===== src/rtl/qpd_pkg.sv =====
// Shared types and constants of the quasi-peak detector.
package qpd_pkg;

    // Width of the dB result and of the log2 fraction.
    localparam int DB_W       = 16;
    localparam int LOG_FRAC_W = 16;
    // Normalised mantissa: Q30 with the leading one at bit 30.
    localparam int MANT_W     = 31;
    localparam int SQR_CNT_W  = 4;

    // 128 * 20 * log10(2) in Q16.
    localparam logic signed [26:0] DB_Q16 = 27'sd50504453;

    // Result saturation limits.
    localparam int DB_MAX = 32767;
    localparam int DB_MIN = -32768;

    // Coefficient values after reset, in the 24-fraction-bit format.
    localparam int CHARGE_COEF_RST    = 16777;
    localparam int DISCHARGE_COEF_RST = 105;

    // Configuration register map.
    localparam int CFG_IDX_W = 2;
    typedef enum logic [CFG_IDX_W-1:0] {
        CFG_CHARGE_COEF    = 2'd0,
        CFG_DISCHARGE_COEF = 2'd1
    } t_cfg_idx;

    // Euler step sequencer.
    typedef enum logic [1:0] {
        STEP_IDLE,
        STEP_MUL,
        STEP_SUM,
        STEP_UPD
    } t_step_state;

    // Level to dB converter.
    typedef enum logic [2:0] {
        LOG_IDLE,
        LOG_NORM,
        LOG_SQR,
        LOG_MUL,
        LOG_RND,
        LOG_HOLD
    } t_log_state;

endpackage


===== src/rtl/qpd_step.sv =====
// Euler step sequencer: charges or discharges the held detector level once per sample.
module qpd_step #(
    parameter int SAMPLE_BITS    = 24,
    parameter int COEF_FRAC_BITS = 24,
    parameter int LEVEL_W        = SAMPLE_BITS - 1 + COEF_FRAC_BITS
) (
    input  logic                   i_clk,
    input  logic                   i_rst_n,
    input  logic                   i_q_valid,
    output logic                   o_q_pop,
    input  logic [SAMPLE_BITS-2:0] i_mag,
    input  logic                   i_last,
    input  logic [COEF_FRAC_BITS:0] i_charge_coef,
    input  logic [COEF_FRAC_BITS:0] i_discharge_coef,
    input  logic                   i_log_ready,
    output logic                   o_log_start,
    output logic [LEVEL_W-1:0]     o_level
);
    import qpd_pkg::*;

    localparam int F = COEF_FRAC_BITS;

    t_step_state        r_state;
    t_step_state        n_state;
    logic [LEVEL_W-1:0] r_level;
    logic [LEVEL_W-1:0] n_level;
    logic [LEVEL_W-1:0] r_oper;
    logic [LEVEL_W-1:0] n_oper;
    logic               r_charge;
    logic               n_charge;
    logic               r_last;
    logic               n_last;
    logic [LEVEL_W-1:0] r_p_hi;
    logic [LEVEL_W-1:0] n_p_hi;
    logic [F:0]         r_p_lo;
    logic [F:0]         n_p_lo;
    logic [LEVEL_W-1:0] r_delta;
    logic [LEVEL_W-1:0] n_delta;

    logic [LEVEL_W-1:0] vin;
    logic [F:0]         coef;
    logic [LEVEL_W:0]   prod_hi;
    logic [2*F:0]       prod_lo;
    logic [LEVEL_W-1:0] stepped;

    assign vin     = {i_mag, {F{1'b0}}};
    assign coef    = r_charge ? i_charge_coef : i_discharge_coef;
    // The operand is split at the binary point so each product stays narrow.
    assign prod_hi = r_oper[LEVEL_W-1:F] * coef;
    assign prod_lo = r_oper[F-1:0] * coef;
    assign stepped = r_charge ? (r_level + r_delta) : (r_level - r_delta);
    assign o_level = stepped;

    always_comb begin
        n_state     = r_state;
        n_level     = r_level;
        n_oper      = r_oper;
        n_charge    = r_charge;
        n_last      = r_last;
        n_p_hi      = r_p_hi;
        n_p_lo      = r_p_lo;
        n_delta     = r_delta;
        o_q_pop     = 1'b0;
        o_log_start = 1'b0;
        case (r_state)
            STEP_IDLE: begin
                if (i_q_valid) begin
                    o_q_pop  = 1'b1;
                    n_last   = i_last;
                    n_charge = (vin > r_level);
                    n_oper   = (vin > r_level) ? (vin - r_level) : r_level;
                    n_state  = STEP_MUL;
                end
            end
            STEP_MUL: begin
                n_p_hi  = prod_hi[LEVEL_W-1:0];
                n_p_lo  = prod_lo[2*F:F];
                n_state = STEP_SUM;
            end
            STEP_SUM: begin
                n_delta = r_p_hi + LEVEL_W'(r_p_lo);
                n_state = STEP_UPD;
            end
            STEP_UPD: begin
                if (!r_last) begin
                    n_level = stepped;
                    n_state = STEP_IDLE;
                end else if (i_log_ready) begin
                    o_log_start = 1'b1;
                    n_level     = '0;
                    n_state     = STEP_IDLE;
                end
            end
            default: begin
                n_state = STEP_IDLE;
            end
        endcase
    end

    always_ff @(posedge i_clk) begin
        if (!i_rst_n) begin
            r_state <= STEP_IDLE;
            r_level <= '0;
        end else begin
            r_state <= n_state;
            r_level <= n_level;
        end
    end

    always_ff @(posedge i_clk) begin
        r_oper   <= n_oper;
        r_charge <= n_charge;
        r_last   <= n_last;
        r_p_hi   <= n_p_hi;
        r_p_lo   <= n_p_lo;
        r_delta  <= n_delta;
    end

endmodule


===== config.mk =====
export PLATFORM = sky130hd
export DESIGN_NAME = qpd_step
export DESIGN_NICKNAME = d
export VERILOG_FILES = /design/src/rtl/qpd_pkg.sv /design/src/rtl/qpd_step.sv
export SDC_FILE = /design/constraint.sdc
export NUM_CORES = 2
export LEC_CHECK = 0
export ABC_AREA = 1
export BUFFER_PORTS_ARGS = -buffer_cell sky130_fd_sc_hd__buf_2
export CAP_MARGIN = 20
export CORE_MARGIN = 5
export CORE_UTILIZATION = 60
export DETAILED_ROUTE_END_ITERATION = 6
export HOLD_SLACK_MARGIN = 0.1
export PLACE_DENSITY = 0.77
export SETUP_SLACK_MARGIN = 0.05
export SYNTH_ARGS = -nofsm -noshare
export SYNTH_HDL_FRONTEND = slang
export SYNTH_SLANG_ARGS = --single-unit

===== constraint.sdc =====
create_clock -name i_clk -period 8.8 [get_ports i_clk]
set_input_delay 1.32 -clock i_clk [delete_from_list [all_inputs] [get_ports i_clk]]
set_output_delay 1.32 -clock i_clk [all_outputs]
set_load 0.02 [all_outputs]

==> summary.md <==
| Metric | Value |
|---|---|
| Post-CTS setup buffer count | 0 |
| Clock buffer count from CTS | 30 |
| Status | complete, but fails checks |
| Worst Setup End Kind | flop |
| Clock tree sinks | 217 |
| Netlist cell types | 49 |
| Syn Inst Count | 7372 |
| DR iter-0 viols | 5903 |
| Synthesis Warnings | 0 |
| Cell mode on critical path | inv_1 |
| Die area | 99000 um^2 |
| Post-DP HPWL | 176000 um |
| Area Overhead vs Synth | 6.43% |
| Drt wl/cell | 24.4 um |
| Port Buffers | 126 |
| CTS resizes | 0 |
| Setup Skew | 0.0667 ns |
| Largest net degree at the start of global routing | 63 |
| Final min period | 8.36 ns |
| Fraction of registers with async set/reset | 0 |
| Initial Util | 0.606 |
| Slowest stage delay, CP | 0.75 ns |
| NumNets Final | 8944 |
| Worst path slowest cell | fa_1 |
| Root Buffer | clkbuf_16 |
| Final hold violations | 0 |
| EDFF count, synth | 168 |
| # rows | 111 |
| RSZ-0062 raised after global routing | false |
| Hold buffer count at cts | 0 |
| Mapped Area | 55700 um^2 |
| Most frequent cells after synthesis | nand2_1, inv_1, fa_1 |
| Clock Path Buffers | 3 |
| Setup TNS | 0 ns |
| Die width | 315 um |
| Mean Syn Cell Area | 7.56 um^2 |
| Type of the worst min-delay path | flop to flop |
| Vias in the first global route | 50573 |
| Worst Path Required | 9.20 ns |
| Part of the cycle the worst path needs | 0.949 |
| H-tree levels | 1 |
| Setup ws final | 0.445 ns |
| DIE HEIGHT | 315 um |
| Antenna viol nets, final | 0 |
| Failing checks | design-rule violations |
| Worst-skew pair later-pin latency | 0.66 ns |
| Layout cells sized above 1 | 0.0567 |
| Worst slew pin tran | 1.14 ns |
| # IOs | 127 |
| Register bit total from synthesis | 217 |
| CTS tree | done |
| Synth top area share | 0.354 |
| CORE AREA | 91900 um^2 |
| Most common cell in the synthesized netlist | nand2_1 |
| First-pass DRT Iterations | 7 |
| Largest cells by area after synthesis | fa_1, nand2_1, inv_1 |
| Area leader, netlist | fa_1 |
| RD Place Congestion | 1.08 |
| Post-Route WL | 213000 um |
| Post-synthesis sequential area ratio | 0.108 |
| Crit path kind | flop to flop |
| Final setup vio count | 0 |
| Max Slew Vio Count | 0 |
| Syn nets | 8875 |
| Startpoint Class | flop |
| Fmax | 120 MHz |
| Max-Cap Viols | 0 |
| Initial antenna violation count | 14 |
| Slew headroom | 0.241 |
| Via density per instance | 5.78 |
| Place WS | 0.451 ns |
| Max FO, Critical Path | 33 |
| Total grt overflow | 0 |
| Worst-path clk slew | 0.07 ns |
| Arr. time, crit path | 8.75 ns |
| First-pass GRT wire length | 315000 um |
| Fillers | 8310 |
| Vias | 50427 |
| Post-synth top flop | edfxtp_1 |
| DRC errors left | 4 |
| GR Util All Layers | 0.430 |
## registers in the layout, summed over array words and instances (netlist names)
| signal | flops |
|---|---|
| r_last | 1 |
| r_charge | 1 |
| r_oper | 47 |
| r_p_hi | 47 |
| r_level | 47 |
| r_delta | 47 |
| r_p_lo | 25 |
| r_state | 2 |
## cells by family after synthesis
group,Yosys count,synth area share
flops,217,0.108
buf+inv,1920,0.130
xor+xnor,200,0.0314
simple gates,3039,0.220
fa+ha+maj,1425,0.453
compound gates,571,0.0576
## worst max-delay path: cells and delay by family, from the launching register on
family / cells / cell delay, ns
AOI/OAI and AO/OA: 1 / 0.13
xor gates and xnor gates: 1 / 0.39
adders and majority gates: 8 / 3.88
buffers and inverters: 11 / 2.27
DFF: 1 / 0.44
and+or+nand+nor: 7 / 0.96
## final cells by class
cell class | count | area [um^2] | share of cell area
antenna | 10 | 25.0 | 0.000422
clock buffer | 31 | 754 | 0.0127
clock inverter | 25 | 363 | 0.00612
inverter | 1690 | 6340 | 0.107
multi-input combinational | 5235 | 42400 | 0.716
sequential | 217 | 6030 | 0.102
tap | 1243 | 1560 | 0.0262
timing repair buffer | 267 | 1780 | 0.0300
## stage by stage
step                instance area [um^2]  hold WS [ns]  instances   util
floorplan                          55700         0.463       7372      -
global placement                   58100         0.478       8651  0.632
detailed placement                 58100         0.479       8651  0.632
CTS                                59200         0.488       8707  0.644
global route                       59300         0.513       8713  0.645
finish                             59300         0.491       8718  0.645
## path summary, 6_finish.rpt
path	startpoint	to	depth (start not counted)	slack, ns
hold reg to reg	r_level[24]$_SDFFE_PN0P_	r_level[24]$_SDFFE_PN0P_	2	0.49
setup reg to reg	r_charge$_DFFE_PP_	r_p_hi[21]$_DFFE_PN_	28	0.44
hold / removal	r_level[24]$_SDFFE_PN0P_	r_level[24]$_SDFFE_PN0P_	2	0.49
setup / recovery	r_charge$_DFFE_PP_	r_p_hi[21]$_DFFE_PN_	28	0.44
## layout by cell type, fill, tap and decap left out, types with 16 or more instances in the layout
cell type and count:
nand2_1 1680, inv_1 1662, fa_1 984, nor2_1 941, ha_1 439, a21oi_1 276, nand3_1 168, edfxtp_1 168
xor2_1 139, o21ai_0 135, buf_4 134, buf_2 126, xnor2_1 61, nor3_1 60, or2_2 52, dfxtp_1 49
nand4_1 46, o21bai_1 35, a21o_1 33, clkbuf_16 30, and2_1 27, o21ai_1 21, nor4_1 19, o21a_1 18
clkinv_1 16, a21boi_0 16
## routing by layer
layer	global-route usage	vias to the layer above	part of all wire
met5	0	-	0.00015
met4	0.197	4	0.060
met3	0.197	612	0.16
met2	0.590	3356	0.39
met1	0.582	24372	0.38
li1	-	22083	-
Power is left out: the tool's default activity adds up to more than one toggle a clock period on the data nets, which glitch-free logic cannot reach.
