--- config.mk ---
export PLATFORM = sky130hd
export DESIGN_NAME = qpd_log_flat
export DESIGN_NICKNAME = d
export VERILOG_FILES = /design/src/rtl/qpd_pkg.sv /design/src/rtl/qpd_if.sv /design/src/rtl/qpd_log.sv /design/src/flat_wrapper.sv
export SDC_FILE = /design/constraint.sdc
export NUM_CORES = 2
export LEC_CHECK = 0
export BUFFER_PORTS_ARGS = -buffer_cell sky130_fd_sc_hd__buf_2
export CORE_MARGIN = 2
export CORE_UTILIZATION = 50
export DETAILED_ROUTE_END_ITERATION = 10
export GPL_TIMING_DRIVEN = 0
export PLACE_DENSITY = 0.64
export SKIP_CTS_REPAIR_TIMING = 1
export SYNTH_ARGS = -nofsm -noshare
export SYNTH_HDL_FRONTEND = slang
export SYNTH_SLANG_ARGS = --single-unit
--- constraint.sdc ---
create_clock -name i_clk -period 8.96 [get_ports i_clk]
set_input_delay 0.896 -clock i_clk [delete_from_list [all_inputs] [get_ports i_clk]]
set_output_delay 0.896 -clock i_clk [all_outputs]
set_load 0.05 [all_outputs]
--- src/rtl/qpd_pkg.sv ---
// Shared types and constants of the quasi-peak detector.
package qpd_pkg;

    // Width of the dB result and of the log2 fraction.
    localparam int DB_W       = 16;
    localparam int LOG_FRAC_W = 16;
    // Normalised mantissa: Q30 with the leading one at bit 30.
    localparam int MANT_W     = 31;
    localparam int SQR_CNT_W  = 4;

    // 128 * 20 * log10(2) in Q16.
    localparam logic signed [26:0] DB_Q16 = 27'sd50504453;

    // Result saturation limits.
    localparam int DB_MAX = 32767;
    localparam int DB_MIN = -32768;

    // Coefficient values after reset, in the 24-fraction-bit format.
    localparam int CHARGE_COEF_RST    = 16777;
    localparam int DISCHARGE_COEF_RST = 105;

    // Configuration register map.
    localparam int CFG_IDX_W = 2;
    typedef enum logic [CFG_IDX_W-1:0] {
        CFG_CHARGE_COEF    = 2'd0,
        CFG_DISCHARGE_COEF = 2'd1
    } t_cfg_idx;

    // Euler step sequencer.
    typedef enum logic [1:0] {
        STEP_IDLE,
        STEP_MUL,
        STEP_SUM,
        STEP_UPD
    } t_step_state;

    // Level to dB converter.
    typedef enum logic [2:0] {
        LOG_IDLE,
        LOG_NORM,
        LOG_SQR,
        LOG_MUL,
        LOG_RND,
        LOG_HOLD
    } t_log_state;

endpackage

--- src/rtl/qpd_if.sv ---


interface qpd_out_if;
    logic                              valid;
    logic                              ready;
    logic signed [qpd_pkg::DB_W-1:0]   level_db;

    modport source (output valid, output level_db, input ready);
    modport sink   (input valid, input level_db, output ready);
endinterface


--- src/rtl/qpd_log.sv ---
// Level to dB converter: normalises, forms log2 by repeated squaring and scales to 1/128 dB.
module qpd_log #(
    parameter int SAMPLE_BITS    = 24,
    parameter int COEF_FRAC_BITS = 24,
    parameter int LEVEL_W        = SAMPLE_BITS - 1 + COEF_FRAC_BITS
) (
    input  logic               i_clk,
    input  logic               i_rst_n,
    input  logic               i_start,
    input  logic [LEVEL_W-1:0] i_level,
    output logic               o_ready,
    qpd_out_if.source          o_out
);
    import qpd_pkg::*;

    localparam int EXP_W = $clog2(SAMPLE_BITS + COEF_FRAC_BITS) + 1;
    localparam int L2_W  = EXP_W + LOG_FRAC_W;
    localparam int PW    = L2_W + 27;
    localparam logic signed [PW-1:0] RND_HALF = PW'(64'sd2147483648);
    localparam logic signed [PW-1:0] SAT_HI   = PW'(DB_MAX);
    localparam logic signed [PW-1:0] SAT_LO   = PW'(DB_MIN);

    t_log_state                r_state;
    t_log_state                n_state;
    logic [LEVEL_W-1:0]        r_x;
    logic [LEVEL_W-1:0]        n_x;
    logic signed [EXP_W-1:0]   r_exp;
    logic signed [EXP_W-1:0]   n_exp;
    logic [MANT_W-1:0]         r_mant;
    logic [MANT_W-1:0]         n_mant;
    logic [LOG_FRAC_W-1:0]     r_frac;
    logic [LOG_FRAC_W-1:0]     n_frac;
    logic [SQR_CNT_W-1:0]      r_cnt;
    logic [SQR_CNT_W-1:0]      n_cnt;
    logic signed [PW-1:0]      r_prod;
    logic signed [PW-1:0]      n_prod;
    logic signed [DB_W-1:0]    r_db;
    logic signed [DB_W-1:0]    n_db;

    logic [LEVEL_W+MANT_W-1:0] padded;
    logic [2*MANT_W-1:0]       square;
    logic [MANT_W:0]           sq_top;
    logic signed [L2_W-1:0]    l2;
    logic signed [PW-1:0]      rnd_sum;
    logic signed [PW-1:0]      rnd_val;

    assign padded  = {r_x, {MANT_W{1'b0}}};
    assign square  = r_mant * r_mant;
    assign sq_top  = square[2*MANT_W-1:MANT_W-1];
    assign l2      = $signed({r_exp, r_frac});
    assign rnd_sum = r_prod + RND_HALF;
    assign rnd_val = rnd_sum >>> 32;

    assign o_ready        = (r_state == LOG_IDLE);
    assign o_out.valid    = (r_state == LOG_HOLD);
    assign o_out.level_db = r_db;

    always_comb begin
        n_state = r_state;
        n_x     = r_x;
        n_exp   = r_exp;
        n_mant  = r_mant;
        n_frac  = r_frac;
        n_cnt   = r_cnt;
        n_prod  = r_prod;
        n_db    = r_db;
        case (r_state)
            LOG_IDLE: begin
                if (i_start) begin
                    n_x     = i_level;
                    n_exp   = EXP_W'(SAMPLE_BITS - 2);
                    n_state = LOG_NORM;
                end
            end
            LOG_NORM: begin
                // One bit of left shift per cycle until the leading one reaches the top.
                if (r_x == '0) begin
                    n_db    = '0;
                    n_state = LOG_HOLD;
                end else if (r_x[LEVEL_W-1]) begin
                    n_mant  = padded[LEVEL_W+MANT_W-1:LEVEL_W];
                    n_frac  = '0;
                    n_cnt   = '0;
                    n_state = LOG_SQR;
                end else begin
                    n_x   = {r_x[LEVEL_W-2:0], 1'b0};
                    n_exp = r_exp - EXP_W'(1);
                end
            end
            LOG_SQR: begin
                // Each squaring yields one fraction bit of log2.
                n_frac = {r_frac[LOG_FRAC_W-2:0], sq_top[MANT_W]};
                n_mant = sq_top[MANT_W] ? sq_top[MANT_W:1] : sq_top[MANT_W-1:0];
                n_cnt  = r_cnt + SQR_CNT_W'(1);
                if (r_cnt == {SQR_CNT_W{1'b1}}) begin
                    n_state = LOG_MUL;
                end
            end
            LOG_MUL: begin
                n_prod  = l2 * DB_Q16;
                n_state = LOG_RND;
            end
            LOG_RND: begin
                if (rnd_val > SAT_HI) begin
                    n_db = DB_W'(DB_MAX);
                end else if (rnd_val < SAT_LO) begin
                    n_db = DB_W'(DB_MIN);
                end else begin
                    n_db = rnd_val[DB_W-1:0];
                end
                n_state = LOG_HOLD;
            end
            LOG_HOLD: begin
                if (o_out.ready) begin
                    n_state = LOG_IDLE;
                end
            end
            default: begin
                n_state = LOG_IDLE;
            end
        endcase
    end

    always_ff @(posedge i_clk) begin
        if (!i_rst_n) begin
            r_state <= LOG_IDLE;
        end else begin
            r_state <= n_state;
        end
    end

    always_ff @(posedge i_clk) begin
        r_x    <= n_x;
        r_exp  <= n_exp;
        r_mant <= n_mant;
        r_frac <= n_frac;
        r_cnt  <= n_cnt;
        r_prod <= n_prod;
        r_db   <= n_db;
    end

endmodule

--- src/flat_wrapper.sv ---
// flat-port wrapper written by rule: the top's interface ports become plain ports
module qpd_log_flat import qpd_pkg::*;
#(
    parameter int SAMPLE_BITS    = 24,
    parameter int COEF_FRAC_BITS = 24,
    parameter int LEVEL_W        = SAMPLE_BITS - 1 + COEF_FRAC_BITS
)
  (i_clk, i_rst_n, i_start, i_level, o_ready, o_out_valid, o_out_level_db, o_out_ready);
  qpd_out_if o_out_i ();
  input  logic i_clk;
  input  logic i_rst_n;
  input  logic i_start;
  input  logic [LEVEL_W-1:0] i_level;
  output logic o_ready;
  output wire logic [$bits(o_out_i.valid)-1:0] o_out_valid;
  output wire logic [$bits(o_out_i.level_db)-1:0] o_out_level_db;
  input wire logic [$bits(o_out_i.ready)-1:0] o_out_ready;
  assign o_out_valid = o_out_i.valid;
  assign o_out_level_db = o_out_i.level_db;
  assign o_out_i.ready = o_out_ready;
  qpd_log #(.SAMPLE_BITS(SAMPLE_BITS), .COEF_FRAC_BITS(COEF_FRAC_BITS), .LEVEL_W(LEVEL_W)) u_core (.i_clk(i_clk), .i_rst_n(i_rst_n), .i_start(i_start), .i_level(i_level), .o_ready(o_ready), .o_out(o_out_i));
endmodule
==> impl_metrics.json <==
{
  "syn_inst": 4357,
  "grt_pass1_vias": 32127,
  "yosysWarnings": 0,
  "cts.sinks": 143,
  "drive_gt1_share_pct": 6.137,
  "cts_buffers": 17,
  "yosysMostFrequentCell": "inv_1",
  "r2r-start": "u_core.r_mant[23]",
  "worstPathRequired_ns": 9.15,
  "place_area_mm2": 0.04340,
  "die_h_um": 292.5,
  "async_flop_share_pct": 0,
  "routedWlPerCell_um": 22.18,
  "synth.top_cells.by_area": "fa_1 (42%), ha_1 (16%), inv_1 (10%)",
  "rsz0062_at_grt": "false",
  "endpoint_kind": "flop",
  "antenna_found_initial": 6,
  "period_minus_slack_ns": 8.785,
  "ys_ff_latch": 143,
  "via_count": 30554,
  "root_buffer": "clkbuf_16",
  "dieArea_mm2": 0.08558,
  "cp_data_arrival_time_ns": 8.98,
  "r2r_end": "u_core.r_mant[21]",
  "ff_latch_area_mm2": 0.004264,
  "grt_overflow": 0,
  "reg2reg_slack_ns": 0.17,
  "remaining_drc_errors": 0,
  "drt_pass1_iterations": 5,
  "drt_iter0_markers": 2483,
  "yosys.area.top_type": "fa_1",
  "crit_buf_inv": 6,
  "status": "complete, no violations",
  "slowest_stage": "fa_1",
  "htreeDepth": 4,
  "port_buffers": 68,
  "reg2reg_depth": 25,
  "finClkSkew_ns": 0.01440,
  "hpwl_mm": 103.5,
  "synthesis.nets": 5813,
  "cts_buffer_depth": 2,
  "cp_top_family": "adder cells",
  "routed_wl_mm": 123.6,
  "pin_count": 69,
  "ys_seq_area_share_pct": 10.24,
  "grt_pass1_wl_mm": 189.8,
  "min_from": "u_core.r_cnt[0]",
  "slew_violations": 0,
  "fin_crit_sh_pct": 98.05,
  "worstSkewPairLatency_ns": 0.44,
  "max_stage_delay_ns": 0.62,
  "worstMarginPinSlew_ns": 1.058,
  "avgSynthCellArea_um2": 9.554,
  "start_util_pct": 50.61,
  "antenna_left": 0,
  "postLayoutCellArea_mm2": 0.04456,
  "die_w_um": 292.5,
  "hp-class": "reg2reg",
  "grt_start_max_net_pins": 29,
  "maxCapViolCount": 0,
  "nets": 5940,
  "timing.fmax_mhz": 113.8,
  "core-area_mm2": 0.08224,
  "setup_violations": 0,
  "cts_tree": "done",
  "track_usage_pct": 29.83,
  "row_count": 105,
  "clk_pin_slew_ns": 0.07,
  "syn_area_mm2": 0.04163,
  "hold_viol": 0,
  "startpoint_type": "flop",
  "critPathMaxFanout": 7,
  "critPathMostFrequentCell": "fa_1",
  "gp_congestion": 0.9811,
  "worstSetupPathType": "reg2reg",
  "fillers": 7575,
  "holdPathStages": 1,
  "synth_ff_type": "edfxtp_1",
  "synth_top_cells_by_count": "inv_1 (1,137), fa_1 (872), ha_1 (533)",
  "multiInputGateArea_mm2": 0.03257,
  "synth_cell_type_count": 81,
  "whs_endpoint": "u_core.r_cnt[0]",
  "synth_top_area_share_pct": 41.94,
  "areaGrowthSynthToFinish_pct": 7.052,
  "vias_per_cell": 5.483,
  "synth-edff-count": 140,
  "slew_headroom_pct": 29.46
}
-- flip-flops by register name (all words and copies together) (netlist names) --
signal and cells:
u_core.r_cnt 4, u_core.r_mant 31, u_core.r_exp 7, u_core.r_x 47
u_core.r_frac 16, u_core.o_out.level_db 16, u_core.r_prod 19, u_core.r_state 3
-- routing by layer --
layer / vias to the layer above / wire length [um] / GRT usage (%)
li1: 13619 / - / -
met3: 269 / 10290 / 5.911
met2: 1231 / 58320 / 48.40
met5: - / 24 / 0
met1: 15431 / 49010 / 39.09
met4: 4 / 5990 / 12.81
-- placed cells by master, fill, tap and decap left out, types with 9 or more instances in the layout --
master	instances
and2_1	206
nor2b_1	11
clkbuf_16	17
clkbuf_1	50
nand2_1	439
o21bai_1	11
nor3_1	26
or3_1	9
clkbuf_4	16
xnor2_1	47
buf_2	86
clkbuf_2	34
or2_2	12
and3_1	20
buf_6	14
nand3_1	42
fa_1	872
nand4_1	30
edfxtp_1	140
a31oi_1	26
nor2_1	124
nor4_1	14
nand2b_1	50
xor2_1	44
ha_1	532
a21oi_1	116
a211oi_1	10
o21ai_0	110
a21o_1	39
buf_4	44
inv_1	1135
o21ai_1	16
-- area by class of cell --
class,instances,area share [%]
multi-input cells,2934,73.09
inverters,1138,9.611
flip-flops and latches,143,9.569
well taps,1070,3.004
repair buffers,112,1.704
plain buffers,138,1.687
clock buffers,17,0.9547
clock inverters,15,0.3454
diodes,6,0.03369
-- worst max-delay path by stage --
| stage | startpoint | slack [ns] | endpoint | depth (start not counted) |
|---|---|---|---|---|
| floorplan | u_core.r_mant[4] | 1.40 | u_core.r_mant[28] | 27 |
| CTS | u_core.r_mant[14] | -1.31 | u_core.r_mant[11] | 27 |
| global placement | u_core.r_mant[14] | -1.23 | u_core.r_mant[11] | 27 |
| detailed placement | u_core.r_mant[14] | -1.25 | u_core.r_mant[11] | 27 |
| global route | u_core.r_mant[8] | 0.007 | u_core.r_mant[7] | 25 |
| finish | u_core.r_mant[23] | 0.17 | u_core.r_mant[21] | 25 |
-- through the flow --
step,TNS [ns],hold WS [ns],setup slack (ns),instances,util [%]
global placement,-35.01,0.5905,-1.227,5495,52.66
CTS,-36.48,0.6182,-1.314,5534,53.47
global route,0,0.6465,0.007129,5569,54.17
floorplan,0,0.5462,1.399,4357,-
finish,0,0.6191,0.1749,5573,54.18
detailed placement,-34.79,0.5965,-1.251,5502,52.77
-- logic make-up after synthesis --
kind of cell	Yosys count	share of synthesized area (%)
muxes	8	0.2014
and+or+nand+nor	1016	11.86
AOI/OAI and AO/OA	412	6.135
adders and majority gates	1405	57.96
buffers and inverters	1280	11.61
DFF	143	10.24
xor gates and xnor gates	93	1.993
Power is not shown: default switching activity piles up to over one toggle a cycle in this logic, so the estimate is an artifact.
