==> src/rtl/qpd_pkg.sv <==
// Shared types and constants of the quasi-peak detector.
package qpd_pkg;

    // Width of the dB result and of the log2 fraction.
    localparam int DB_W       = 16;
    localparam int LOG_FRAC_W = 16;
    // Normalised mantissa: Q30 with the leading one at bit 30.
    localparam int MANT_W     = 31;
    localparam int SQR_CNT_W  = 4;

    // 128 * 20 * log10(2) in Q16.
    localparam logic signed [26:0] DB_Q16 = 27'sd50504453;

    // Result saturation limits.
    localparam int DB_MAX = 32767;
    localparam int DB_MIN = -32768;

    // Coefficient values after reset, in the 24-fraction-bit format.
    localparam int CHARGE_COEF_RST    = 16777;
    localparam int DISCHARGE_COEF_RST = 105;

    // Configuration register map.
    localparam int CFG_IDX_W = 2;
    typedef enum logic [CFG_IDX_W-1:0] {
        CFG_CHARGE_COEF    = 2'd0,
        CFG_DISCHARGE_COEF = 2'd1
    } t_cfg_idx;

    // Euler step sequencer.
    typedef enum logic [1:0] {
        STEP_IDLE,
        STEP_MUL,
        STEP_SUM,
        STEP_UPD
    } t_step_state;

    // Level to dB converter.
    typedef enum logic [2:0] {
        LOG_IDLE,
        LOG_NORM,
        LOG_SQR,
        LOG_MUL,
        LOG_RND,
        LOG_HOLD
    } t_log_state;

endpackage

==> src/rtl/qpd_if.sv <==
// Channel interfaces of the quasi-peak detector: samples, results and configuration.
interface qpd_in_if #(
    parameter int SAMPLE_BITS = 24
);
    logic                          valid;
    logic                          ready;
    logic signed [SAMPLE_BITS-1:0] sample;
    logic                          last;

    modport source (output valid, output sample, output last, input ready);
    modport sink   (input valid, input sample, input last, output ready);
endinterface


==> src/rtl/qpd_front.sv <==
// Sample front end: takes input transactions and rectifies each sample with saturation.
module qpd_front #(
    parameter int SAMPLE_BITS = 24
) (
    qpd_in_if.sink                 i_in,
    input  logic                   i_full,
    output logic                   o_push,
    output logic [SAMPLE_BITS-2:0] o_mag,
    output logic                   o_last
);
    import qpd_pkg::*;

    logic [SAMPLE_BITS-1:0] abs_val;

    // Two's complement magnitude; only the most negative code overflows.
    assign abs_val = i_in.sample[SAMPLE_BITS-1] ? (~i_in.sample + SAMPLE_BITS'(1))
                                                : i_in.sample;
    assign o_mag   = abs_val[SAMPLE_BITS-1] ? {(SAMPLE_BITS-1){1'b1}}
                                            : abs_val[SAMPLE_BITS-2:0];
    assign o_last  = i_in.last;

    assign i_in.ready = !i_full;
    assign o_push     = i_in.valid && !i_full;

endmodule

==> src/flat_wrapper.sv <==
// flat-port wrapper written by rule: the top's interface ports become plain ports
module qpd_front_flat import qpd_pkg::*;
#(
    parameter int SAMPLE_BITS = 24
)
  (i_full, o_push, o_mag, o_last, i_in_valid, i_in_sample, i_in_last, i_in_ready);
  qpd_in_if #(.SAMPLE_BITS(SAMPLE_BITS)) i_in_i ();
  input  logic i_full;
  output logic o_push;
  output logic [SAMPLE_BITS-2:0] o_mag;
  output logic o_last;
  input wire logic [$bits(i_in_i.valid)-1:0] i_in_valid;
  input wire logic [$bits(i_in_i.sample)-1:0] i_in_sample;
  input wire logic [$bits(i_in_i.last)-1:0] i_in_last;
  output wire logic [$bits(i_in_i.ready)-1:0] i_in_ready;
  assign i_in_i.valid = i_in_valid;
  assign i_in_i.sample = i_in_sample;
  assign i_in_i.last = i_in_last;
  assign i_in_ready = i_in_i.ready;
  qpd_front #(.SAMPLE_BITS(SAMPLE_BITS)) u_core (.i_in(i_in_i), .i_full(i_full), .o_push(o_push), .o_mag(o_mag), .o_last(o_last));
endmodule
==> config.mk <==
export PLATFORM = sky130hd
export DESIGN_NAME = qpd_front_flat
export DESIGN_NICKNAME = d
export VERILOG_FILES = /design/src/rtl/qpd_pkg.sv /design/src/rtl/qpd_if.sv /design/src/rtl/qpd_front.sv /design/src/flat_wrapper.sv
export SDC_FILE = /design/constraint.sdc
export NUM_CORES = 1
export LEC_CHECK = 0
export BUFFER_PORTS_ARGS = -buffer_cell sky130_fd_sc_hd__buf_2
export CAP_MARGIN = 15
export CORE_MARGIN = 10
export CORE_UTILIZATION = 45
export DETAILED_ROUTE_END_ITERATION = 10
export PLACE_DENSITY = 0.95
export SYNTH_ARGS = -nofsm -noshare
export SYNTH_HDL_FRONTEND = slang
export SYNTH_SLANG_ARGS = --single-unit
==> constraint.sdc <==
create_clock -name vclk -period 3.2
set_input_delay 0.48 -clock vclk [all_inputs]
set_output_delay 0.48 -clock vclk [all_outputs]
set_load 0.01 [all_outputs]
==> results of run 1 <==
## area by class of cell
| class | instances | share of cell area |
|---|---|---|
| inverter | 9 | 0.0344 |
| multi-input combinational | 94 | 0.670 |
| tap | 16 | 0.0204 |
| timing repair buffer | 53 | 0.275 |
## logic make-up after synthesis
kind of cell	synth area share
XOR/XNOR	0.105
multiplexers	0.0936
AND/OR/NAND/NOR	0.348
AO/OA/AOI/OAI	0.318
adder cells (fa/ha/maj)	0.0167
buffers and inverters	0.119
## critical path: stages
cell,delay (ns)
sky130_fd_sc_hd__buf_2,0.13
sky130_fd_sc_hd__or4_1,0.56
sky130_fd_sc_hd__nor2_2,0.46
sky130_fd_sc_hd__nand3_2,0.33
sky130_fd_sc_hd__o211ai_1,0.18
sky130_fd_sc_hd__buf_2,0.15
## worst paths after layout
kind,startpoint,cells past startpoint,end,slack (ns)
worst min-delay path,i_in_last,0,o_last,0.96
worst max-delay path,i_in_sample[5],6,o_mag[1],0.42
## cell usage after synthesis (2+ instances only)
cell | n | area, um^2
sky130_fd_sc_hd__buf_2 | 2 | 10.0
sky130_fd_sc_hd__o41ai_1 | 2 | 17.5
sky130_fd_sc_hd__a311oi_1 | 2 | 17.5
sky130_fd_sc_hd__xor2_1 | 4 | 35.0
sky130_fd_sc_hd__nand3_1 | 2 | 10.0
sky130_fd_sc_hd__nand4_1 | 2 | 12.5
sky130_fd_sc_hd__o21ai_0 | 3 | 15.0
sky130_fd_sc_hd__xnor2_1 | 5 | 43.8
sky130_fd_sc_hd__a31oi_1 | 11 | 68.8
sky130_fd_sc_hd__and3_1 | 2 | 12.5
sky130_fd_sc_hd__a41oi_1 | 4 | 35.0
sky130_fd_sc_hd__o31ai_1 | 3 | 22.5
sky130_fd_sc_hd__nor3_1 | 4 | 20.0
sky130_fd_sc_hd__buf_6 | 2 | 22.5
sky130_fd_sc_hd__nor2_1 | 7 | 26.3
sky130_fd_sc_hd__a21oi_1 | 3 | 15.0
sky130_fd_sc_hd__clkbuf_1 | 4 | 15.0
sky130_fd_sc_hd__inv_1 | 9 | 33.8
sky130_fd_sc_hd__nand2_1 | 13 | 48.8
sky130_fd_sc_hd__mux2i_1 | 7 | 70.1
sky130_fd_sc_hd__nor4_1 | 5 | 31.3
## routing by layer
layer  vias up  part of all wire  GRT usage
met1       431              0.46      0.156
li1        520                 -          -
met2        40              0.41      0.205
met3         0              0.13     0.0418
met4         0                 0    0.00627
met5         -                 0          0
## per-stage QoR
step	hold WS (ns)	worst slack (ns)	cells	utilization	power [mW]
detailed placement	0.960	0.430	172	0.638	0.135
CTS	0.960	0.426	172	0.638	0.135
global route	0.960	0.246	172	0.638	0.149
global placement	0.960	0.470	172	0.638	0.133
finish	0.960	0.418	172	0.638	0.134
floorplan	1.00	0.781	112	-	0.0740
## power groups by stage
| stage | Combinational, mW | Sequential (mW) | Clock, mW |
|---|---|---|---|
| finish | 0.134 | 0 | 0 |
| global route | 0.149 | 0 | 0 |
| CTS | 0.135 | 0 | 0 |
| detailed placement | 0.135 | 0 | 0 |
| global placement | 0.133 | 0 | 0 |
| floorplan | 0.0740 | 0 | 0 |
==> key figures, run 1 <==
Cells and area
  – Filler instances: 157
  – Sequential cell area in the final layout: 0 um^2
  – Most common cell after layout, fill and taps aside: sky130_fd_sc_hd__buf_2
  – Fraction of layout instances using a drive strength above 1: 0.391
  – Post-route design area: 983 um^2
  – Nets: approximately 190
  – Area taken by multi-input logic gates: 659 um^2
  – Sequential cell count: 0
  – Layout clock buffers: 0
  – Most frequent cells in the layout: 51 x sky130_fd_sc_hd__buf_2, 13 x sky130_fd_sc_hd__nand2_1, 11 x sky130_fd_sc_hd__a31oi_1, 9 x sky130_fd_sc_hd__inv_1
  – Area growth from synthesis to final layout: 31.4%
  – Diode count: 0

Power and ir drop
  – Sw Share: 0.558
  – Clock Power Share: 0
  – Power per Cell Area: roughly 140 nW/um^2
  – Switching power summed over all nets: about 75 uW
  – Cell-internal power: 59.3 uW
  – Peak supply drop: approximately 0.000068 V
  – Combinational power share: 1.000
  – Leak Pwr: around 0.48 nW
  – Sequential share of power: 0

Clock tree
  – Total of cells resized after clock tree synthesis: 0
  – Cts-stage hold buffer count: 0
  – Number of setup buffers added after CTS: 0

Logic synthesis
  – Number of instances in the synthesized netlist: around 110
  – Fraction of the yosys area taken by sequential cells: 0
  – Unique masters post-synth: 37
  – Mapped Nets: 140
  – Post-synthesis instance area: 748 um^2
  – Syn Area/Cell: roughly 6.7 um^2
  – Total number of yosys warnings: 0

Floorplanning
  – Horizontal die dimension: 60.8 um
  – Number of ports placed on the die boundary: 53
  – Initial Util: 0.485
  – Total core area: ~1500 um^2
  – Total number of placement rows: 14
  – Die footprint: about 3700 um^2
  – Die Height: between 60 and 70 um

Global routing
  – Largest net degree at the start of global routing: 18
  – First-pass GRT wire length: about 4000 um
  – Via count of the first global-routing pass: roughly 900
  – Number of antenna violations at the first check in global routing: 0
  – Grt total ovfl: 0
  – Overall track demand over capacity in global routing: 0.123

Place
  – Placed inst area: 983 um^2
  – Sum of net half-perimeters after detailed placement: between 2000 and 2500 um
  – # port buffers: slightly above 50
  – GP Congestion: approximately 0.9

Drt
  – Routed vias: 991
  – Remaining antenna violation count after routing: 0
  – Remaining design rule violation count: 0
  – DR vias/cell: just under 6
  – Number of DRC markers in iteration 0: 21
  – Wire length after detailed routing: approximately 2400 um
  – Pre-antenna DRT Iters: 4
  – Avg WL per Cell: 14.2 um

Setup path
  – Critical path capture point type: output pin
  – Critical Path Fanout Max: 15
  – Data required time at the worst endpoint: between 2 and 3 ns
  – Startpoint kind of the worst setup timing path: primary input
  – Data arrival time at the worst-slack endpoint: between 2 and 2.5 ns
  – Critical path type: primary input to output pin

Job
  – Total of max-cap violations: 0

STA
  – Period Utilization, post-route: 0.869
  – Maximum frequency from static timing analysis: roughly 0.36 GHz
  – Final Hold Viols: 0
  – Max-slew headroom: 0.628
  – Sum of negative setup slack: 0 ns
  – Slew at the pin with the worst max-slew slack: 0.557 ns
  – RSZ-0062 raised after global routing: false
  – Total count of max-transition violations in the final report: 0
  – Fin crit period: around 2.8 ns
  – Setup-failing EPs final: 0

Status
  – Outcome: finished clean

Min path
  – Min-Delay Path Class: primary input to output pin
No activity file was read; power rests on OpenSTA's default activity.
==> inputs of run 2 (changes only) <==
PLACE_DENSITY = 0.89   (was 0.95)
==> key figures, run 2 (synthesized netlist as in run 1, its figures left out) <==
Status
  – Outcome: finished clean (unchanged)

Drt
  – Pre-antenna DRT Iters: 4 (unchanged)
  – Routed vias: 1,024 (was 991)
  – Remaining antenna violation count after routing: 0 (unchanged)
  – Avg WL per Cell: 15.3 um (was 14.2 um)
  – Number of DRC markers in iteration 0: 26 (was 21)
  – Remaining design rule violation count: 0 (unchanged)
  – DR vias/cell: 5.92 (was 5.76)
  – Wire length after detailed routing: 2640 um (was 2440 um)

Cells and area
  – Sequential cell count: 0 (unchanged)
  – Diode count: 0 (unchanged)
  – Layout clock buffers: 0 (unchanged)
  – Area growth from synthesis to final layout: 32.4% (was 31.4%)
  – Fraction of layout instances using a drive strength above 1: 0.395 (was 0.391)
  – Most frequent cells in the layout: 51 x sky130_fd_sc_hd__buf_2, 13 x sky130_fd_sc_hd__nand2_1, 11 x sky130_fd_sc_hd__a31oi_1, 9 x sky130_fd_sc_hd__inv_1 (unchanged)
  – Most common cell after layout, fill and taps aside: sky130_fd_sc_hd__buf_2 (unchanged)
  – Filler instances: 157 (unchanged)
  – Sequential cell area in the final layout: 0 um^2 (unchanged)
  – Nets: 187 (was 186)

Global routing
  – Grt total ovfl: 0 (unchanged)
  – Global-route track usage on met1: 0.152 (was 0.156)
  – Met2 Track Usage GR: 0.247 (was 0.205)
  – Overall track demand over capacity in global routing: 0.131 (was 0.123)
  – Number of antenna violations at the first check in global routing: 0 (unchanged)
  – Largest net degree at the start of global routing: 18 (unchanged)
  – Via count of the first global-routing pass: 993 (was 919)
  – Met3 demand-to-capacity share in global routing: 0.0271 (was 0.0418)
  – Layer carrying the most global-route usage: met2 (unchanged)
  – First-pass GRT wire length: 4190 um (was 3960 um)

Setup path
  – List of cells traversed by the critical path: buf_2, or4_1, nor2_2, buf_4, a31o_2, mux2i_1, buf_2 (was buf_2, or4_1, nor2_2, nand3_2, o211ai_1, buf_2)
  – Data arrival time at the worst-slack endpoint: 2.22 ns (was 2.30 ns)
  – Cell with the most instances on the worst path: sky130_fd_sc_hd__buf_2 (unchanged)
  – Critical path capture point type: output pin (unchanged)
  – First element of the critical path: i_in_sample[3] (was i_in_sample[5])
  – Standard cell with the maximum stage delay on the critical path: sky130_fd_sc_hd__or4_1 (unchanged)
  – Critical Path Fanout Max: 9 (was 15)
  – Startpoint kind of the worst setup timing path: primary input (unchanged)
  – Slowest cell delay on critical path: 0.56 ns (about the same)
  – Data required time at the worst endpoint: 2.72 ns (about the same)
  – Cell family contributing the most delay on the critical path: simple AND/OR/NAND/NOR gates (unchanged)
  – WP buf/inv: 3 (was 2)
  – Critical path type: primary input to output pin (unchanged)

STA
  – Period Utilization, post-route: 0.844 (was 0.869)
  – Final Hold Viols: 0 (unchanged)
  – RSZ-0062 raised after global routing: false (unchanged)
  – Max-slew headroom: 0.654 (was 0.628)
  – Maximum frequency from static timing analysis: 0.370 GHz (was 0.359 GHz)
  – Fin crit period: 2.70 ns (was 2.78 ns)
  – Setup-failing EPs final: 0 (unchanged)
  – Post-Route Hold Slack: 0.960 ns (about the same)
  – Total count of max-transition violations in the final report: 0 (unchanged)
  – Slew at the pin with the worst max-slew slack: 0.519 ns (was 0.557 ns)
  – Sum of negative setup slack: 0 ns (unchanged)

Power and ir drop
  – Leak Pwr: 0.485 nW (was 0.479 nW)
  – Peak supply drop: 0.0000638 V (was 0.0000684 V)
  – Power per Cell Area: 136 nW/um^2 (about the same)

Min path
  – Hold-critical path depth: 0 (unchanged)
  – Min-Delay Path Class: primary input to output pin (unchanged)
  – Hold Path End: o_last (unchanged)
  – Critical hold path startpoint: i_in_last (unchanged)

Place
  – # port buffers: 51 (unchanged)
  – Sum of net half-perimeters after detailed placement: 2210 um (was 2060 um)
  – GP Congestion: 0.891 (was 0.900)

Clock tree
  – Number of setup buffers added after CTS: 0 (unchanged)
  – Total of cells resized after clock tree synthesis: 0 (unchanged)
  – Cts-stage hold buffer count: 0 (unchanged)

Floorplanning
  – Total number of placement rows: 14 (unchanged)
  – Total core area: 1540 um^2 (unchanged)
  – Die footprint: 3690 um^2 (unchanged)
  – Number of ports placed on the die boundary: 53 (unchanged)
  – Initial Util: 0.485 (unchanged)
  – Die Height: 60.8 um (unchanged)
  – Horizontal die dimension: 60.8 um (unchanged)

Job
  – Total of max-cap violations: 0 (unchanged)
run 2: changes by cell type in the layout (fill, tap and decap cells not counted):
cell / delta
sky130_fd_sc_hd__buf_4: +1
run 2: final cells by class:
class / instances / area, um^2 / area share
Inverter: 9 / 33.8 / 0.0341
Timing Repair Buffer: 54 / 278 / 0.280
Tap cell: 16 / 20.0 / 0.0202
Multi-Input combinational cell: 94 / 659 / 0.665
run 2: metal layers:
metal / routed length (um) / share of wire / vias up
met1: 1100 / 0.42 / 455
li1: - / - / 520
met2: 1250 / 0.47 / 49
met3: 296 / 0.11 / 0
met5: 0 / 0 / -
met4: 0 / 0 / 0
run 2: metrics by stage:
stage               utilization  instances  total power [mW]  area (um^2)  setup WS, ns
detailed placement        0.643        173             0.136          991         0.517
finish                    0.643        173             0.135          991         0.498
floorplan                     -        112            0.0740          748         0.781
CTS                       0.643        173             0.136          991         0.514
global route              0.643        173             0.150          991         0.293
global placement          0.643        173             0.133          991         0.548
run 2: worst max path at each step:
stage,end,slack [ns],cells after the start
floorplan,o_mag[0],0.78,6
global placement,o_mag[15],0.55,7
detailed placement,o_mag[15],0.52,7
CTS,o_mag[15],0.51,7
global route,o_mag[1],0.29,6
finish,o_mag[15],0.50,7
run 2: report_power, final:
group	total (mW)	switching (mW)	internal [mW]	leakage (nW)
Combinational	0.135	0.0757	0.0595	0.485
Clock	0	0	0	0
Sequential	0	0	0	0
Total	0.135	0.0757	0.0595	0.485
