[src/rtl/qpd_pkg.sv]
// Shared types and constants of the quasi-peak detector.
package qpd_pkg;

    // Width of the dB result and of the log2 fraction.
    localparam int DB_W       = 16;
    localparam int LOG_FRAC_W = 16;
    // Normalised mantissa: Q30 with the leading one at bit 30.
    localparam int MANT_W     = 31;
    localparam int SQR_CNT_W  = 4;

    // 128 * 20 * log10(2) in Q16.
    localparam logic signed [26:0] DB_Q16 = 27'sd50504453;

    // Result saturation limits.
    localparam int DB_MAX = 32767;
    localparam int DB_MIN = -32768;

    // Coefficient values after reset, in the 24-fraction-bit format.
    localparam int CHARGE_COEF_RST    = 16777;
    localparam int DISCHARGE_COEF_RST = 105;

    // Configuration register map.
    localparam int CFG_IDX_W = 2;
    typedef enum logic [CFG_IDX_W-1:0] {
        CFG_CHARGE_COEF    = 2'd0,
        CFG_DISCHARGE_COEF = 2'd1
    } t_cfg_idx;

    // Euler step sequencer.
    typedef enum logic [1:0] {
        STEP_IDLE,
        STEP_MUL,
        STEP_SUM,
        STEP_UPD
    } t_step_state;

    // Level to dB converter.
    typedef enum logic [2:0] {
        LOG_IDLE,
        LOG_NORM,
        LOG_SQR,
        LOG_MUL,
        LOG_RND,
        LOG_HOLD
    } t_log_state;

endpackage

[src/rtl/qpd_fifo.sv]
// Two-entry queue between the sample front end and the Euler step sequencer.
module qpd_fifo #(
    parameter int WIDTH = 24
) (
    input  logic             i_clk,
    input  logic             i_rst_n,
    input  logic             i_push,
    input  logic [WIDTH-1:0] i_data,
    output logic             o_full,
    input  logic             i_pop,
    output logic             o_valid,
    output logic [WIDTH-1:0] o_data
);
    import qpd_pkg::*;

    logic [WIDTH-1:0] r_mem [2];
    logic             r_wr_ptr;
    logic             r_rd_ptr;
    logic [1:0]       r_count;
    logic             n_wr_ptr;
    logic             n_rd_ptr;
    logic [1:0]       n_count;
    logic             push_ok;
    logic             pop_ok;

    assign o_full  = (r_count == 2'd2);
    assign o_valid = (r_count != 2'd0);
    assign o_data  = r_mem[r_rd_ptr];
    assign push_ok = i_push && !o_full;
    assign pop_ok  = i_pop && o_valid;

    always_comb begin
        n_wr_ptr = push_ok ? ~r_wr_ptr : r_wr_ptr;
        n_rd_ptr = pop_ok ? ~r_rd_ptr : r_rd_ptr;
        n_count  = r_count;
        if (push_ok && !pop_ok) begin
            n_count = r_count + 2'd1;
        end else if (pop_ok && !push_ok) begin
            n_count = r_count - 2'd1;
        end
    end

    always_ff @(posedge i_clk) begin
        if (!i_rst_n) begin
            r_wr_ptr <= 1'b0;
            r_rd_ptr <= 1'b0;
            r_count  <= 2'd0;
        end else begin
            r_wr_ptr <= n_wr_ptr;
            r_rd_ptr <= n_rd_ptr;
            r_count  <= n_count;
        end
    end

    always_ff @(posedge i_clk) begin
        if (push_ok) begin
            r_mem[r_wr_ptr] <= i_data;
        end
    end

endmodule

[config.mk]
export PLATFORM = sky130hd
export DESIGN_NAME = qpd_fifo
export DESIGN_NICKNAME = d
export VERILOG_FILES = /design/src/rtl/qpd_pkg.sv /design/src/rtl/qpd_fifo.sv
export SDC_FILE = /design/constraint.sdc
export NUM_CORES = 1
export LEC_CHECK = 0
export ABC_AREA = 1
export BUFFER_PORTS_ARGS = -buffer_cell sky130_fd_sc_hd__buf_2
export CAP_MARGIN = 40
export CELL_PAD_IN_SITES_DETAIL_PLACEMENT = 1
export CELL_PAD_IN_SITES_GLOBAL_PLACEMENT = 1
export CORE_MARGIN = 4
export CORE_UTILIZATION = 43
export DETAILED_ROUTE_END_ITERATION = 8
export MAX_ROUTING_LAYER = met4
export PLACE_DENSITY = 0.87
export SKIP_CTS_REPAIR_TIMING = 1
export SYNTH_ARGS = -nofsm -noshare
export SYNTH_HDL_FRONTEND = slang
export SYNTH_SLANG_ARGS = --single-unit
[constraint.sdc]
create_clock -name i_clk -period 2.17 [get_ports i_clk]
set_input_delay 0 -clock i_clk [delete_from_list [all_inputs] [get_ports i_clk]]
set_output_delay 0 -clock i_clk [all_outputs]
set_load 0.01 [all_outputs]
==> out/metrics.csv, run 1 <==
metric,value,unit
Final HPWL DP,2.96,mm
Total GRT Usage,0.140,
Site Rows,25,
Synth top area share,0.692,
Worst Hold Class,input pin to flop,
top-count cell post-synth,edfxtp_1,
Initial DRC Count,89,
Post-route DRC,0,
Final Hold Vio Count,0,
Final Max Slew Viols,0,
IO Pins,54,
"critical path, cell by cell","inv_1, o21ai_2, inv_1, ha_1, inv_1, nand3_1, nand2_1, inv_1, nor2_1",
fin crit period,1550,ps
Crit path top cell by count,inv_1,
Die ar.,0.00602,mm²
total nets after synthesis,141,
max incr delay on CP,360,ps
insertion delay to the later sink of the worst-skew pair,300,ps
CTS tree,done,
Core Area,0.00472,mm²
Die Y,77.6,µm
CP Capture Type,flop,
Async SR Flop Fraction,0,
ANT cells,0,
FMAX,0.647,GHz
port bufs,53,
synth unique cells,17,
crit path from,r_count[1],
period utilization,0.712,
Post-Route WL,4.27,mm
initial antenna violation count,0,
Syn Inst Count,112,
pwr dens,1020,mW/mm²
arrival time worst endpoint,1790,ps
placer congestion estimate,0.620,
Worst Tran Pin Value,234,ps
largest area contributor in the netlist,edfxtp_1,
DP Worst Slack,625,ps
Slew Limit Headroom,0.844,
register area share after synthesis,0.740,
Layout Skew,5.05,ps
"flops & latches, synth",53,
R2R setup slack,620,ps
Worst EP required,2410,ps
"top cells by count, synth","48 x edfxtp_1, 20 x mux2_4, 9 x nor2_1",
clock root cell,clkbuf_8,
Routed WL per cell,15.9,µm
post-route setup slack,625,ps
WS Path Type,flop to flop,
total CTS buffers,5,
1st-pass router iterations,4,
largest net degree at the start of global routing,17,
highest ir drop seen on vdd,0.467,mV
number of global-route vias before repair,1297,
fill count,462,
H-tree depth,2,
"Primary FF master, synth",edfxtp_1,
Die W,77.6,µm
CP max stage cell,dfxtp_1,
Hold Slack,103,ps
maximum root-to-sink buffer count,2,
Avg Inst Size Synth,18.6,µm²
RSZ-0062 raised after global routing,no,
Final Power,2850,µW
Reg2Reg Depth,9,
NumNets Final,229,
Final ANT Viol Nets,0,
clk slew on worst S/H paths,90,ps
crit path to,r_count[1],
Congestion Overflow GR,0,
R2R Path Start,r_count[1],
Syn-to-layout area delta,34.0,%
mean number of vias per cell,4.54,
outcome,finished clean,
CP Launch Type,flop,
layout cells sized above 1,0.468,
clock sink total,53,
post-synthesis cell area,0.00208,mm²
synth top area cells,"edfxtp_1 69%, mux2_4 14%, dfxtp_1 4.8%",
number of synthesized flops with an enable pin,48,
endpoints failing setup,0,
vias,1217,
R2R Path End,r_count[1],
Ys Warns,0,
CP Max Fanout,4,
TNS Setup,0,ps
Initial Utilization,0.441,
first-pass GRT wire length,6.15,mm
max capacitance violation total,0,
LEAKAGE,0.00113,µW
Hold Path Depth,4,
==> flip-flops by register name, summed over array words and instances (netlist names), named ones only <==
signal    count
r_mem        48
r_count       2
r_rd_ptr      1
r_wr_ptr      1
==> cells in the final DEF (no fill, tap or decap), drive strengths merged, types with 3 or more instances in the layout <==
cell type    count
buf             59
edfxtp          48
dlygate4sd3     25
mux2            24
nor2             9
inv              8
nand2            7
dfxtp            5
clkbuf           5
o21ai            3
==> metrics by stage <==
step	cell area, µm²	util	cells
3_5_place_dp	2430	0.515	235
2_1_floorplan	2080	-	112
6_report	2790	0.591	268
4_1_cts	2540	0.538	243
3_3_place_gp	2430	0.515	235
5_1_grt	2790	0.591	268
==> per-layer routing <==
layer | part of all wire | track usage | vias to the layer above
li1 | - | - | 585
met1 | 0.37 | 0.139 | 589
met2 | 0.58 | 0.254 | 39
met3 | 0.047 | 0.0476 | 4
met4 | 0.0084 | 0.0480 | 0
met5 | 0 | - | -
==> where the power goes <==
part	internal (µW)	leakage, µW	switching (µW)
Clock	339	0.0000518	297
Combinational	422	0.000592	443
Sequential	1290	0.000489	59.5
==> worst min-delay path by stage <==
stage	from	to	slack, ps
2_1_floorplan	i_data[0]	r_mem[0][0]	100
3_3_place_gp	i_data[0]	r_mem[1][0]	190
3_5_place_dp	i_data[16]	r_mem[0][16]	190
4_1_cts	i_data[10]	r_mem[0][10]	-120
5_1_grt	i_push	r_wr_ptr	150
6_report	i_push	r_wr_ptr	100
==> final cells by class <==
cell class / instances / area, µm² / share of cell area
Clock inverter: 3 / 41.3 / 0.0148
Timing Repair Buffer: 84 / 561 / 0.201
Clock buffer: 5 / 68.8 / 0.0247
Sequential cell: 53 / 1540 / 0.552
Multi-Input combinational cell: 48 / 465 / 0.167
Tap cell: 67 / 83.8 / 0.0300
Inverter: 8 / 30.0 / 0.0108
==> critical path: cells and delay by family (launching register included) <==
kind,cells,cell delay (ps)
simple gates,3,230
fa+ha+maj,1,330
flops,1,360
buf+inv,4,350
compound gates,1,230
==> logic make-up after synthesis <==
kind of cell    after synthesis  synth area share
flops                        53             0.740
mux                          24             0.166
compound gates                5            0.0150
simple gates                 18            0.0342
buf+inv                      11            0.0390
fa+ha+maj                     1           0.00601
(Power assumes the default switching activity.)
==> inputs of run 2 (changes only) <==
==> constraint.sdc (replaced) <==
create_clock -name i_clk -period 1.43 [get_ports i_clk]
set_input_delay 0 -clock i_clk [delete_from_list [all_inputs] [get_ports i_clk]]
set_output_delay 0 -clock i_clk [all_outputs]
set_load 0.01 [all_outputs]
==> out/metrics.csv, run 2 (synthesized netlist as in run 1, its figures left out) <==
metric,value,unit,change
insertion delay to the later sink of the worst-skew pair,300,ps,about the same
CP Max Fanout,4,,unchanged
Final Max Slew Viols,0,,unchanged
H-tree depth,2,,unchanged
WS Path Type,flop to flop,,
DP Worst Slack,-187,ps,-812 ps
most frequent cells in the layout,"53 x buf_2, 48 x edfxtp_1, 25 x dlygate4sd3_1, 20 x mux2_4",,
NumNets Final,230,,+0.44%
CTS tree,done,,
R2R setup slack,-20,ps,-640 ps
Final ANT Viol Nets,0,,unchanged
Post-Route WL,4.71,mm,+10%
Worst Hold Class,input pin to flop,,
placer congestion estimate,0.671,,+8.2%
Routed WL per cell,17.6,µm,+10%
max capacitance violation total,0,,unchanged
Hold Slack,101,ps,-1.83 ps
number of global-route vias before repair,1314,,+1.3%
maximum root-to-sink buffer count,2,,unchanged
period utilization,1.01,,+0.302
crit path from,r_count[1],,
clock root cell,clkbuf_8,,
Final HPWL DP,2.92,mm,-1.3%
fill count,463,,+0.22%
FMAX,0.690,GHz,+6.6%
"most common cell after layout, fill and taps aside",buf_2,,
dpl cells,234,,-0.43%
clock sink total,53,,unchanged
Final Hold Vio Count,0,,unchanged
1st-pass router iterations,4,,unchanged
Die W,77.6,µm,unchanged
arrival time worst endpoint,1670,ps,-120 ps
mean number of vias per cell,4.71,,+3.6%
fin crit period,1450,ps,-95.1 ps
Worst EP required,1650,ps,-760 ps
IO Pins,54,,unchanged
outcome,"finished, violations left",,
pwr dens,1570,mW/mm²,+54%
total CTS buffers,5,,unchanged
Layout Skew,7.17,ps,+2.12 ps
crit path to,r_count[1],,
initial antenna violation count,0,,unchanged
highest ir drop seen on vdd,0.881,mV,+89%
Worst Tran Pin Value,235,ps,+0.699 ps
Site Rows,25,,unchanged
CP Launch Type,flop,,
clk slew on worst S/H paths,90,ps,about the same
max FFs per register,48,,unchanged
Initial DRC Count,84,,-5.6%
Congestion Overflow GR,0,,unchanged
Slew Limit Headroom,0.842,,-0.00210
R2R Path End,r_count[1],,
largest net degree at the start of global routing,25,,+8
Initial Utilization,0.441,,unchanged
vias,1261,,+3.6%
Post-route DRC,0,,unchanged
failing checks,negative setup slack,,
endpoints failing setup,1,,+1
ANT cells,0,,unchanged
LEAKAGE,0.00115,µW,+1.5%
layout cells sized above 1,0.512,,+0.0448
TNS Setup,-20.1,ps,-20.1 ps
first-pass GRT wire length,6.43,mm,+4.5%
Largest Register,r_mem,,
Post-Layout Cell Count,268,,unchanged
Die ar.,0.00602,mm²,unchanged
port bufs,53,,unchanged
Syn-to-layout area delta,37.2,%,
Die Y,77.6,µm,unchanged
Core Area,0.00472,mm²,unchanged
Reg2Reg Depth,9,,unchanged
Largest regs,"r_mem x48, r_count x2",,
CP Capture Type,flop,,
post-route setup slack,-20.1,ps,-645 ps
Total GRT Usage,0.145,,+0.00495
R2R Path Start,r_count[1],,
run 2: cell count changes in the layout (fill, tap and decap cells not counted), sizes merged:
cell      previous run  this run
buf                 59        60
clkinvlp             1         0
run 2: layout make-up:
type,count,area (µm²),area share
Multi-Input combinational cell,48,493,0.173
Sequential cell,53,1550,0.542
Clock inverter,2,35.0,0.0123
Timing Repair Buffer,85,597,0.209
Tap cell,67,83.8,0.0293
Inverter,8,30.0,0.0105
Clock buffer,5,68.8,0.0241
run 2: worst min path at each step:
stage / from / endpoint / cells past startpoint
finish: i_pop / r_rd_ptr / 4
global placement: i_data[18] / r_mem[1][18] / 1
detailed placement: i_data[10] / r_mem[0][10] / 1
floorplan: i_data[0] / r_mem[0][0] / 0
global route: i_pop / flop / 4
CTS: i_data[12] / r_mem[0][12] / 1
run 2: metrics by stage:
stage / cell area (µm²) / utilization / total power [µW]
2_1_floorplan: 2090 / - / 2950
5_1_grt: 2860 / 0.605 / 4720
3_3_place_gp: 2450 / 0.518 / 3280
3_5_place_dp: 2450 / 0.518 / 3390
4_1_cts: 2550 / 0.540 / 4340
6_report: 2860 / 0.605 / 4490
run 2: metal layers:
metal	vias up	track usage	wire, µm
met4	0	0.0534	17
met1	635	0.148	1710
met5	-	-	0
li1	585	-	-
met2	39	0.264	2760
met3	2	0.0394	221
run 2: worst max-delay path: stages, from the launching register on:
cell	delay, ps
dfxtp_4	380
inv_2	70
o21ai_4	190
inv_2	70
ha_4	230
inv_1	70
nand3_1	110
nand2_1	80
inv_1	40
nor2_1	130
run 2: where the power goes:
group          total [µW]  switching (µW)  internal, µW  leakage [µW]
Clock                 950             442           509     0.0000540
Sequential           2090             115          1980      0.000491
Combinational        1450             719           726      0.000606
==> inputs of run 3 (changes only) <==
--- a/config.mk
+++ b/config.mk
@@ -11,10 +11,10 @@
 export CELL_PAD_IN_SITES_DETAIL_PLACEMENT = 1
 export CELL_PAD_IN_SITES_GLOBAL_PLACEMENT = 1
 export CORE_MARGIN = 4
-export CORE_UTILIZATION = 43
+export CORE_UTILIZATION = 45
+export CTS_BUF_LIST = sky130_fd_sc_hd__clkbuf_8
 export DETAILED_ROUTE_END_ITERATION = 8
-export MAX_ROUTING_LAYER = met4
-export PLACE_DENSITY = 0.87
+export PLACE_DENSITY = 0.9
 export SKIP_CTS_REPAIR_TIMING = 1
 export SYNTH_ARGS = -nofsm -noshare
 export SYNTH_HDL_FRONTEND = slang
==> out/metrics.csv, run 3 (synthesized netlist as in run 1, its figures left out) <==
metric,value,unit,change
outcome,finished clean,,
Initial DRC Count,89,,+6.0%
Reg power frac,0.489,,+0.023
CP max stage cell,dfxtp_2,,
clk slew on worst S/H paths,80,ps,about the same
CTS tree,done,,
IO Pins,54,,unchanged
FMAX,0.735,GHz,+6.6%
CP Capture Type,flop,,
most frequent cells in the layout,"53 x buf_2, 48 x edfxtp_1, 25 x dlygate4sd3_1, 20 x mux2_4, 8 x buf_4",,
Final ANT Viol Nets,0,,unchanged
met3 routed WL,193,µm,-13%
Final Hold Vio Count,0,,unchanged
CP Launch Type,flop,,
Slew Limit Headroom,0.866,,+0.0246
Final HPWL DP,3.20,mm,+9.7%
hold_sp,i_push,,
initial antenna violation count,0,,unchanged
sw power,1240,µW,-2.9%
mean number of vias per cell,4.85,,+3.1%
fin crit period,1360,ps,-89.7 ps
H-tree depth,2,,unchanged
Final Power,4240,µW,-5.6%
Die ar.,0.00578,mm²,-4.0%
R2R Path Start,r_count[0],,
metal2 WL,2.55,mm,-7.6%
R2R Path End,r_count[1],,
pwr dens,1520,mW/mm²,-3.5%
NumNets Final,232,,+0.87%
endpoints failing setup,0,,-1
total CTS buffers,5,,unchanged
Worst EP required,1650,ps,about the same
Largest regs,"r_mem x48, r_count x2",,
arrival time worst endpoint,1580,ps,-90 ps
first-pass GRT wire length,6.70,mm,+4.2%
1st-pass router iterations,3,,-1
Worst Hold Class,input pin to flop,,
insertion delay to the later sink of the worst-skew pair,290,ps,about the same
Congestion Overflow GR,0,,unchanged
DR top layer,met4,,
Site Rows,24,,-4.0%
max capacitance violation total,0,,unchanged
period utilization,0.951,,-0.0627
Hold Path Depth,5,,+1
Post-route DRC,0,,unchanged
Core Area,0.00441,mm²,-6.5%
max incr delay on CP,400,ps,+20 ps
vias,1242,,-1.5%
largest net degree at the start of global routing,16,,-36%
Int Pwr,3000,µW,-6.7%
R2R setup slack,70,ps,+90 ps
Post-Route WL,4.45,mm,-5.6%
Syn-to-layout area delta,34.2,%,
max FFs per register,48,,unchanged
clock sink total,53,,unchanged
Die Y,76.0,µm,-2.0%
placer congestion estimate,0.612,,-8.8%
CP Max Fanout,5,,+1
Reg2Reg Depth,8,,-1
Routed WL per cell,17.4,µm,-1.1%
LEAKAGE,0.00114,µW,-0.51%
"critical path, cell by cell","o21a_1, inv_1, ha_4, inv_1, nand3_1, nand2_1, inv_1, nor2_1",,
clock root cell,clkbuf_8,,
Final Max Slew Viols,0,,unchanged
Initial Utilization,0.472,,+0.0309
clock power share,0.181,,-0.031
Layout Skew,7.38,ps,+0.206 ps
WS Path Type,flop to flop,,
maximum root-to-sink buffer count,2,,unchanged
layout cells sized above 1,0.495,,-0.0173
met1 wire length,1.68,mm,-1.9%
switching share of total power,0.292,,+0.00821
highest ir drop seen on vdd,0.811,mV,-7.9%
"most common cell after layout, fill and taps aside",buf_2,,
Largest Register,r_mem,,
Crit path top cell by count,inv_1,,
Hold Path End,r_wr_ptr,,
Die W,76.0,µm,-2.0%
combinational fraction of design power,0.330,,+0.008
port bufs,53,,unchanged
Total GRT Usage,0.149,,+0.00412
ANT cells,0,,unchanged
Worst Tran Pin Value,201,ps,-34.4 ps
number of global-route vias before repair,1308,,-0.46%
post-route setup slack,69.6,ps,+89.7 ps
DP Worst Slack,-140,ps,+47.6 ps
run 3: changes by cell type in the layout (fill, tap and decap cells not counted):
cell / delta
o21a_1: +1
bufinv_16: -1
inv_1: +3
buf_12: -2
clkinv_2: -1
buf_4: +4
dfxtp_1: +1
inv_2: -1
dfxtp_4: -2
o21a_4: -1
clkinvlp_4: +1
dfxtp_2: +1
run 3: area by class of cell:
cell class / count / area (µm²)
clock buffers: 5 / 68.8
clock inverters: 3 / 15.0
fillers: 420 / 1620
inverters: 8 / 30.0
multi-input cells: 48 / 485
flip-flops and latches: 53 / 1540
well taps: 52 / 65.1
repair buffers: 87 / 587
run 3: power by group through the flow:
| stage | Clock [µW] | Combinational [µW] | Sequential [µW] |
|---|---|---|---|
| 2_1_floorplan | 0 | 890 | 2060 |
| 3_3_place_gp | 0 | 1200 | 2060 |
| 3_5_place_dp | 0 | 1290 | 2090 |
| 4_1_cts | 807 | 1290 | 2060 |
| 5_1_grt | 862 | 1520 | 2100 |
| 6_report | 767 | 1400 | 2070 |
run 3: worst max-delay path, delay by kind of cell, from the launching register on:
kind                       cells  cell delay, ps
buffers and inverters          3             210
and+or+nand+nor                3             260
adders and majority gates      1             250
AOI/OAI and AO/OA              1             180
DFF                            1             400
run 3: metal layers:
layer	vias up	track usage
met3	2	0.0461
met4	0	0.0427
met2	36	0.273
met5	-	0
met1	612	0.164
li1	592	-
run 3: how the worst max path moves through the flow:
| stage | from | endpoint | slack, ps | depth (start not counted) |
|---|---|---|---|---|
| floorplan | r_count[0] | r_mem[0][0] | -110 | 2 |
| global placement | r_count[1] | r_count[1] | 90 | 9 |
| detailed placement | r_count[1] | r_count[1] | -140 | 9 |
| CTS | r_count[1] | r_count[1] | -160 | 9 |
| global route | r_count[1] | r_count[1] | -20 | 9 |
| finish | r_count[0] | r_count[1] | 70 | 8 |
run 3: stage by stage:
step,instance area (µm²),instances,setup TNS [ps],utilization,hold slack [ps]
CTS,2500,228,-164,0.565,-121
finish,2800,256,0,0.633,108
detailed placement,2410,220,-140,0.546,194
global placement,2410,220,0,0.546,188
floorplan,2090,112,-5270,-,98.9
global route,2800,256,-22.5,0.633,120
